### config.mk
export PLATFORM = sky130hd
export DESIGN_NAME = string_literal_escaper_unit
export DESIGN_NICKNAME = d
export VERILOG_FILES = /design/src/rtl/core/sle_pkg.sv /design/src/rtl/core/string_literal_escaper_unit.sv /design/src/rtl/core/sle_front.sv /design/src/rtl/core/sle_queue.sv /design/src/rtl/core/sle_back.sv
export VERILOG_INCLUDE_DIRS = /design/src /design/src/rtl/core
export SDC_FILE = /design/constraint.sdc
export NUM_CORES = 1
export LEC_CHECK = 0
export BUFFER_PORTS_ARGS = -buffer_cell sky130_fd_sc_hd__clkbuf_2
export CAP_MARGIN = 5
export CORE_MARGIN = 1.5
export CORE_UTILIZATION = 25
export CTS_CLUSTER_SIZE = 16
export DETAILED_ROUTE_END_ITERATION = 12
export GPL_ROUTABILITY_DRIVEN = 0
export HOLD_SLACK_MARGIN = 0.02
export SETUP_SLACK_MARGIN = 0.5
export SLEW_MARGIN = 20
export SYNTH_ARGS = -nofsm -noshare
export SYNTH_HDL_FRONTEND = slang
export SYNTH_HIERARCHICAL = 1
export SYNTH_SLANG_ARGS = --single-unit
### constraint.sdc
create_clock -name clk -period 7.14 [get_ports clk]
set_input_delay 1.428 -clock clk [delete_from_list [all_inputs] [get_ports clk]]
set_output_delay 1.428 -clock clk [all_outputs]
set_load 0.02 [all_outputs]
### src/rtl/core/assert_macros.svh
// Assertion helpers shared by the RTL in this folder.
`ifndef ASSERT_MACROS_SVH
`define ASSERT_MACROS_SVH

// Check a property on every rising edge outside reset.
`define SLE_ASSERT(lbl, clk, rst_n, prop) \
    lbl: assert property (@(posedge clk) disable iff (!rst_n) (prop)) \
        else $error("sle assertion failed");

// Check that a condition never holds on a rising edge outside reset.
`define SLE_ASSERT_NEVER(lbl, clk, rst_n, cond) \
    lbl: assert property (@(posedge clk) disable iff (!rst_n) !(cond)) \
        else $error("sle forbidden condition seen");

`endif

### src/rtl/core/sle_pkg.sv
package sle_pkg;

    localparam int QDEPTH = 4;
    localparam int QPTR_W = $clog2(QDEPTH);

    localparam logic [7:0] BYTE_NL    = 8'h0A;
    localparam logic [7:0] BYTE_DQ    = 8'h22;
    localparam logic [7:0] BYTE_BS    = 8'h5C;
    localparam logic [7:0] BYTE_ZERO  = 8'h30;
    localparam logic [7:0] BYTE_NINE  = 8'h39;
    localparam logic [7:0] CTRL_LIMIT = 8'd32;
    localparam logic [7:0] TWO_DIGIT  = 8'd10;

    typedef struct packed {
        logic [7:0] in_byte;
        logic       string_end;
    } in_item_t;

    typedef struct packed {
        logic [7:0] out_byte;
        logic       run_last;
        logic       string_done;
    } out_item_t;

    // Escape sequence of a single byte: up to four output bytes.
    typedef struct packed {
        logic [3:0][7:0] bytes;
        logic [2:0]      count;
    } esc_seq_t;

    // One queued transaction: all output bytes caused by one input item.
    typedef struct packed {
        logic [7:0][7:0] bytes;
        logic [3:0]      count;
        logic            string_end;
    } job_t;

    typedef struct packed {
        logic full;
        logic empty;
    } q_stat_t;

    function automatic logic is_digit(input logic [7:0] b);
        return (b >= BYTE_ZERO) && (b <= BYTE_NINE);
    endfunction

    function automatic esc_seq_t escape_byte(input logic [7:0] c, input logic next_digit);
        esc_seq_t   s;
        logic [1:0] tens;
        logic [4:0] ones;
        logic [7:0] tens_chr;
        logic [7:0] ones_chr;
        s.bytes = '0;
        s.count = 3'd1;
        if (c[4:0] >= 5'd30)
            tens = 2'd3;
        else if (c[4:0] >= 5'd20)
            tens = 2'd2;
        else if (c[4:0] >= 5'd10)
            tens = 2'd1;
        else
            tens = 2'd0;
        ones     = c[4:0] - 5'({3'b000, tens} * 5'd10);
        tens_chr = BYTE_ZERO + {6'b000000, tens};
        ones_chr = BYTE_ZERO + {3'b000, ones};
        if ((c == BYTE_NL) || (c == BYTE_DQ) || (c == BYTE_BS))
        begin
            s.bytes[0] = BYTE_BS;
            s.bytes[1] = c;
            s.count    = 3'd2;
        end
        else if (c < CTRL_LIMIT)
        begin
            s.bytes[0] = BYTE_BS;
            if (next_digit)
            begin
                s.bytes[1] = BYTE_ZERO;
                s.bytes[2] = tens_chr;
                s.bytes[3] = ones_chr;
                s.count    = 3'd4;
            end
            else if (c >= TWO_DIGIT)
            begin
                s.bytes[1] = tens_chr;
                s.bytes[2] = ones_chr;
                s.count    = 3'd3;
            end
            else
            begin
                s.bytes[1] = ones_chr;
                s.count    = 3'd2;
            end
        end
        else
        begin
            s.bytes[0] = c;
            s.count    = 3'd1;
        end
        return s;
    endfunction

endpackage

### src/rtl/core/string_literal_escaper_unit.sv
// Output bytes leave through the job queue and the single output register.
// Throughput: one input transaction per cycle while the queue has room and each
//   yields at most one byte; output leaves at one byte per cycle while not stalled.
// A 4-entry job queue absorbs escape bursts of up to 6 bytes per input.
// Reset (rst_n, async, active low) drops the held byte, queue and output register.
module string_literal_escaper_unit
    import sle_pkg::*;
(
    input  logic      clk,
    input  logic      rst_n,
    input  logic      item_valid,
    output logic      item_ready,
    input  in_item_t  item,
    output logic      result_valid,
    input  logic      result_ready,
    output out_item_t result
);

    // Front to queue: classified jobs, one per input that produces output.
    logic    push;
    job_t    push_job;
    // Queue to back: head job and occupancy.
    logic    pop;
    job_t    head;
    q_stat_t q_stat;

    // Hold the previous byte, escape it once the lookahead arrives, and
    // flush the end-of-string byte with a zero lookahead.
    sle_front u_front (
        .clk        (clk),
        .rst_n      (rst_n),
        .item_valid (item_valid),
        .item_ready (item_ready),
        .item       (item),
        .q_stat     (q_stat),
        .push       (push),
        .job        (push_job)
    );

    // Decouple the classifier from the byte sequencer.
    sle_queue u_queue (
        .clk      (clk),
        .rst_n    (rst_n),
        .push     (push),
        .push_job (push_job),
        .pop      (pop),
        .head     (head),
        .q_stat   (q_stat)
    );

    // Advance through each job one byte per transaction; drop the job on its last byte.
    sle_back u_back (
        .clk          (clk),
        .rst_n        (rst_n),
        .head         (head),
        .q_stat       (q_stat),
        .pop          (pop),
        .result_valid (result_valid),
        .result_ready (result_ready),
        .result       (result)
    );

endmodule

### src/rtl/core/sle_front.sv
module sle_front
    import sle_pkg::*;
(
    input  logic     clk,
    input  logic     rst_n,
    input  logic     item_valid,
    output logic     item_ready,
    input  in_item_t item,
    input  q_stat_t  q_stat,
    output logic     push,
    output job_t     job
);

    logic [7:0] held_byte_reg;
    logic [7:0] held_byte_next;
    logic       held_valid_reg;
    logic       held_valid_next;
    logic       accept;
    esc_seq_t   seq_a;
    esc_seq_t   seq_b;
    logic [2:0] na;
    logic [2:0] nb;

    assign item_ready = !q_stat.full;
    assign accept     = item_valid && item_ready;

    // Escape the held byte against the new lookahead; the end byte sees zero.
    assign seq_a = escape_byte(held_byte_reg, is_digit(item.in_byte));
    assign seq_b = escape_byte(item.in_byte, 1'b0);
    assign na    = held_valid_reg ? seq_a.count : 3'd0;
    assign nb    = item.string_end ? seq_b.count : 3'd0;

    always_comb
    begin
        logic [3:0] j;
        job.count      = {1'b0, na} + {1'b0, nb};
        job.string_end = item.string_end;
        for (int i = 0; i < 8; i++)
        begin
            j = 4'(i) - {1'b0, na};
            if (4'(i) < {1'b0, na})
                job.bytes[i] = seq_a.bytes[i[1:0]];
            else if (j < 4'd4)
                job.bytes[i] = seq_b.bytes[j[1:0]];
            else
                job.bytes[i] = '0;
        end
    end

    assign push = accept && (job.count != 4'd0);

    always_comb
    begin
        held_byte_next  = held_byte_reg;
        held_valid_next = held_valid_reg;
        if (accept)
        begin
            held_byte_next  = item.string_end ? 8'd0 : item.in_byte;
            held_valid_next = !item.string_end;
        end
    end

    always_ff @(posedge clk or negedge rst_n)
    begin
        if (!rst_n)
        begin
            held_byte_reg  <= '0;
            held_valid_reg <= 1'b0;
        end
        else
        begin
            held_byte_reg  <= held_byte_next;
            held_valid_reg <= held_valid_next;
        end
    end

endmodule

### src/rtl/core/sle_queue.sv
`include "assert_macros.svh"

module sle_queue
    import sle_pkg::*;
(
    input  logic    clk,
    input  logic    rst_n,
    input  logic    push,
    input  job_t    push_job,
    input  logic    pop,
    output job_t    head,
    output q_stat_t q_stat
);

    job_t              mem [QDEPTH];
    logic [QPTR_W-1:0] wr_ptr_reg;
    logic [QPTR_W-1:0] wr_ptr_next;
    logic [QPTR_W-1:0] rd_ptr_reg;
    logic [QPTR_W-1:0] rd_ptr_next;
    logic [QPTR_W:0]   cnt_reg;
    logic [QPTR_W:0]   cnt_next;

    assign q_stat.full  = (cnt_reg == (QPTR_W+1)'(QDEPTH));
    assign q_stat.empty = (cnt_reg == '0);
    assign head         = mem[rd_ptr_reg];

    always_comb
    begin
        wr_ptr_next = push ? wr_ptr_reg + 1'b1 : wr_ptr_reg;
        rd_ptr_next = pop ? rd_ptr_reg + 1'b1 : rd_ptr_reg;
        cnt_next    = cnt_reg + (QPTR_W+1)'(push) - (QPTR_W+1)'(pop);
    end

    always_ff @(posedge clk)
    begin
        if (push)
            mem[wr_ptr_reg] <= push_job;
    end

    always_ff @(posedge clk or negedge rst_n)
    begin
        if (!rst_n)
        begin
            wr_ptr_reg <= '0;
            rd_ptr_reg <= '0;
            cnt_reg    <= '0;
        end
        else
        begin
            wr_ptr_reg <= wr_ptr_next;
            rd_ptr_reg <= rd_ptr_next;
            cnt_reg    <= cnt_next;
        end
    end

    `SLE_ASSERT_NEVER(a_no_overflow, clk, rst_n, push && q_stat.full)
    `SLE_ASSERT_NEVER(a_no_underflow, clk, rst_n, pop && q_stat.empty)
    `SLE_ASSERT(a_ptr_track, clk, rst_n, (wr_ptr_reg - rd_ptr_reg) == cnt_reg[QPTR_W-1:0])

endmodule

### src/rtl/core/sle_back.sv
`include "assert_macros.svh"

module sle_back
    import sle_pkg::*;
(
    input  logic      clk,
    input  logic      rst_n,
    input  job_t      head,
    input  q_stat_t   q_stat,
    output logic      pop,
    output logic      result_valid,
    input  logic      result_ready,
    output out_item_t result
);

    logic [2:0] idx_reg;
    logic [2:0] idx_next;
    logic       out_valid_reg;
    logic       out_valid_next;
    out_item_t  out_item_reg;
    out_item_t  out_item_next;
    logic       load;
    logic       at_end;

    assign load   = !q_stat.empty && (!out_valid_reg || result_ready);
    assign at_end = ({1'b0, idx_reg} == (head.count - 4'd1));
    assign pop    = load && at_end;

    always_comb
    begin
        idx_next       = idx_reg;
        out_valid_next = out_valid_reg && !result_ready;
        out_item_next  = out_item_reg;
        if (load)
        begin
            out_valid_next            = 1'b1;
            out_item_next.out_byte    = head.bytes[idx_reg];
            out_item_next.run_last    = at_end;
            out_item_next.string_done = at_end && head.string_end;
            idx_next                  = at_end ? 3'd0 : idx_reg + 3'd1;
        end
    end

    always_ff @(posedge clk)
    begin
        out_item_reg <= out_item_next;
    end

    always_ff @(posedge clk or negedge rst_n)
    begin
        if (!rst_n)
        begin
            idx_reg       <= '0;
            out_valid_reg <= 1'b0;
        end
        else
        begin
            idx_reg       <= idx_next;
            out_valid_reg <= out_valid_next;
        end
    end

    assign result_valid = out_valid_reg;
    assign result       = out_item_reg;

    `SLE_ASSERT(a_idx_in_job, clk, rst_n, !q_stat.empty |-> ({1'b0, idx_reg} < head.count))

endmodule

[Word level (Yosys, flattened, before mapping)]
Memory sizes are Yosys's and may differ from the RTL's.
Index checks and enable logic that the tools add are counted.
Word-level totals
  register bits after elaboration: 30
  output and inout bits: 12
  memory bits (writable): 276
  latch bits: 0
  ROM bits: 0
  input bits: 13
  word-level logic and storage cells: 160
  memories kept: 1
Memories
  u_queue.mem: depth 4, bits a word 69, rd ports 1, clocked after Yosys merged registers in 0, write ports 1, line sle_queue.sv:15  | job_t mem [QDEPTH];
Operators by class
  mux-type cells: 63
  shift operators: 0
  equal/unequal tests: 8
  order comparisons: 36
  bitwise logic cells: 0
  $add $sub $neg: 21
  reductions and logical operators: 19
  multipliers: 2
  divide/modulo/power cells: 0
Operator list (count)
  $mux 8: 31
  $bmux 8 s2: 8
  $mux 16: 3
  $mux 19: 2
  $lt 4x3->1 const B: 8
  $bmux 8 s3: 1
  $lt 2x3->1 const B: 8
  $mux 24: 1
  $mux 11: 2
  $ge 5x5->1 const B: 4
  $eq 8x4->1 const B: 2
  $eq 8x6->1 const B: 2
  $eq 8x7->1 const B: 2
  $ge 8x4->1 const B: 2
  $lt 8x6->1 const B: 2
  $sub 3x3->4 const A: 4
  $add 6x2->7 const A: 2
  $add 6x5->7 const A: 2
  $mux 3: 4
  $ge 5x4->1 const B: 2
  $sub 5x5->5: 2
  $lt 3x3->1 const A: 3
  $ge 8x6->1 const B: 1
  $le 8x6->1 const B: 1
  other kinds (21): 50

[Depth between registers and ports, before layout]
  word-level depth: 17
  depth in mapped cells: 17
  gate-level depth less buffers: 14

[Modules after synthesis]
The synthesis kept the hierarchy.
By module, submodules not included
  sle_queue: cells each 395, area an instance 10421.2 sq um, sequential area each 8463.1 sq um, times used 1
  sle_front: cells each 404, area an instance 2786.4 sq um, sequential area each 225.2 sq um, times used 1
  sle_back: cells each 86, area an instance 1088.5 sq um, sequential area each 400.4 sq um, times used 1

[Worst setup path before layout]
No wires, ideal clock.
  kind: input -> register
  from: in item[2] (netlist bit)
  to: mem u_queue/mem[0][0] (netlist bit), enable pin
  cell stages on the path: 14
  slack: 1128 ps
  library setup time: 434 ps
  data required time: 6706 ps
  arrival: 5578 ps
  path buffers: 3
  cells stage by stage: clkbuf_1 -> o21ai_1 -> and4_1 -> a21boi_1 -> nand2_4 -> inv_4 -> buf_6 -> buf_6 -> ha_1 -> fa_1 -> xnor2_1 -> nor4_1 -> nor2_1 -> and2_1
RTL lines
  start: declaration: line string_literal_escaper_unit.sv:13  | input in_item_t item,
  end: declaration: line sle_queue.sv:15

==> impl_metrics.ini <==
[die]
die_x_um = 242
dieArea_um2 = 58600
rows = 87
core_um2 = 56500
initial_core_util_pct = 25.3
dieHeight_um = 242
ios = 25

[pwr]
p_leak_nw = 5.38
powerDensity_nw_per_um2 = 407
ir_drop_v = 0.000250

[logic_synthesis]
syn_area_um2 = 14300
synth_edf_count = 286
syn_inst = 885
avgSynthCellArea_um2 = 16.2
yosysSeqAreaShare_pct = 63.6
synth.distinct_cells = 81
async_flop_share_pct = 6.54
ys.warnings.count = 6
synth-seq-cells = 306
synth_flop_cell = edfxtp_1

[sta]
max_slew.worst_pin.slew_ns = 1.17
rsz0062_at_grt = false
fin_skew_ns = 0.0143
period_share_pct = 73.5
drv_slew = 0
hold_ws_ns = 0.539
relSlewSlack_pct = 21.8
max_freq_mhz = 191
setup-tns-final_ns = 0
finalSetupViolCount = 0
hold_viol = 0
fin_crit_ns = 5.25

[route]
drt_iter0_markers = 847
routedWlPerCell_um = 19.8
viasPerCell = 4.79
drt_pre_antenna_iters = 6
wirelength_mm = 33.4
drcViolationCount = 0
ant_nets = 0
num_vias = 8084

[cells_and_area]
largest_register_ffs = 276
utilization_pct = 28.5
diodes = 0
drive_above_1_share_pct = 20.5
nNetsFinal = 953
area_growth_pct = 12.6
fin_cells = 1686

[placed_design]
hpwl_mm = 22.2
placed_cells = 1628
io_buffer_count = 24

[global_routing]
antenna_found_initial = 0
grt_pass1_wl_mm = 50.7
track_usage_pct = 11.3
grt_pass1_vias = 7815
gr-total-overflow = 0
grt_max_degree = 70

[cts]
cts_tree = built
numCtsBuffers = 34
postCtsSetupBuffers = 0
root_buffer = clkbuf_16
cts_buffer_depth = 3
postCtsHoldBufs = 0
clk_latency_ns = 0.50
cts_sinks = 306
htree_num_levels = 2
post_cts_resized = 0
clkTransAtPathRegs_ns = 0.05

[setup_path]
crit_path_cell_trace = clkbuf_2 > o21ai_1 > and4_1 > a21boi_1 > nand2_4 > inv_4 > ha_1 > fa_1 > xnor2_1 > nor4_1 > nor2_1 > and2_4 > buf_12
setup.worst_path.class = in -> reg
crit_cells = 13
worstSetupEndpoint = u_queue/mem[3][24]
cpMaxStageDelayCell = and2_4
start_kind = input port
r2r_end = u_queue/mem[3][24]
regToRegSetupSlack_ns = 2.07
regToRegStartpoint = u_front/held_byte_reg[3]
worstRegToRegCells = 12
startpoint = item[3]
critPathTopFamily = simple AND/OR/NAND/NOR gates
max_stage_delay_ns = 0.69
critPathBufInv = 3
path_max_fanout = 40
end_kind = flip-flop
worstPathRequired_ns = 7.33
worst-endpoint-arrival_ns = 5.43

[run_status]
status = finished clean

[flow_run]
maxCapViolCount = 0

[hold_path]
min_path_type = reg -> reg
metrics by stage:
step                worst slack, ns  power (mW)  area, um2
CTS                            1.96        6.63      16100
detailed placement             1.42        5.06      15100
global placement               1.56        5.01      15100
floorplan                      1.13        4.43      14300
finish                         1.89        6.55      16100
global route                   1.63        6.89      16100
cell type report:
| class | instances | area (um2) |
|---|---|---|
| fillers | 5639 | 40400 |
| flip-flops and latches | 306 | 9090 |
| multi-input cells | 492 | 4670 |
| well taps | 756 | 946 |
| clock buffers | 42 | 902 |
| repair buffers | 34 | 245 |
| inverters | 40 | 153 |
| clock inverters | 16 | 80.1 |
cell families after synthesis:
logic type / count (synthesis) / synth area share, %
compound gates: 141 / 7.10
fa+ha+maj: 32 / 3.01
xor+xnor: 16 / 1.08
mux: 94 / 14.1
flops: 306 / 63.6
other cells: 1 / 0.0262
simple gates: 201 / 7.12
buf+inv: 94 / 4.00
Yosys cell counts, types with 14 or more instances:
cell type / count / area, um2
inv_1: 38 / 143
ha_1: 28 / 350
edfxtp_1: 286 / 8590
dfrtp_1: 20 / 500
o22ai_1: 15 / 93.8
buf_2: 19 / 95.1
mux4_2: 84 / 1890
nor3_1: 14 / 70.1
nor2_1: 32 / 120
nand2_1: 80 / 300
o221ai_1: 17 / 149
o21ai_0: 33 / 165
layer usage:
| metal | vias up | global-route usage [%] | routed length, um |
|---|---|---|---|
| met1 | 4156 | 16.7 | 15700 |
| li1 | 3554 | - | - |
| met4 | 0 | 2.65 | 695 |
| met2 | 320 | 16.9 | 14800 |
| met5 | - | 0 | 0 |
| met3 | 54 | 2.17 | 2090 |
how the worst min path moves through the flow:
stage | from | to | slack, ns | depth (start not counted)
floorplan | u_queue/cnt_reg[0] | u_back/result_valid | 0.48 | 2
global route | u_queue/wr_ptr_reg[0] | u_queue/wr_ptr_reg[0] | 0.57 | 1
CTS | u_queue/wr_ptr_reg[0] | u_queue/wr_ptr_reg[0] | 0.54 | 1
detailed placement | u_queue/wr_ptr_reg[0] | u_queue/wr_ptr_reg[0] | 0.53 | 1
finish | u_queue/wr_ptr_reg[0] | u_queue/wr_ptr_reg[0] | 0.54 | 1
global placement | u_queue/wr_ptr_reg[0] | u_queue/wr_ptr_reg[0] | 0.52 | 1
power breakdown:
part / switching, mW / internal (mW)
Combinational: 1.38 / 0.941
Clock: 0.664 / 0.895
Sequential: 0.183 / 2.49
Total: 2.23 / 4.33
cell usage in the layout (no fill, tap or decap), types with 4 or more instances in the layout:
cell | netlist | final
or3_1 | 9 | 9
mux4_2 | 84 | 84
clkbuf_16 | 0 | 35
o2bb2ai_1 | 6 | 6
and2_4 | 0 | 4
o221ai_1 | 17 | 17
edfxtp_1 | 286 | 286
a21oi_1 | 11 | 11
o21ai_0 | 33 | 33
o21a_1 | 5 | 5
nor2_1 | 32 | 32
clkbuf_2 | 0 | 24
buf_4 | 9 | 6
conb_1 | 1 | 8
o31ai_1 | 6 | 6
fa_1 | 4 | 4
ha_1 | 28 | 28
o22ai_1 | 15 | 15
o32a_1 | 4 | 4
xnor2_1 | 6 | 6
nor3_1 | 14 | 14
buf_12 | 7 | 4
dfrtp_1 | 20 | 18
nor4_1 | 5 | 5
xor2_1 | 9 | 9
inv_1 | 38 | 38
o21ai_1 | 4 | 4
nand2_1 | 80 | 80
nand4_1 | 4 | 4
a31oi_1 | 5 | 5
clkinv_1 | 0 | 8
nand3_1 | 9 | 9
mux2i_1 | 6 | 6
nand2b_1 | 7 | 7
clkbuf_1 | 11 | 7
clkinv_2 | 0 | 5
and2_1 | 10 | 6
(Power assumes the default switching activity.)
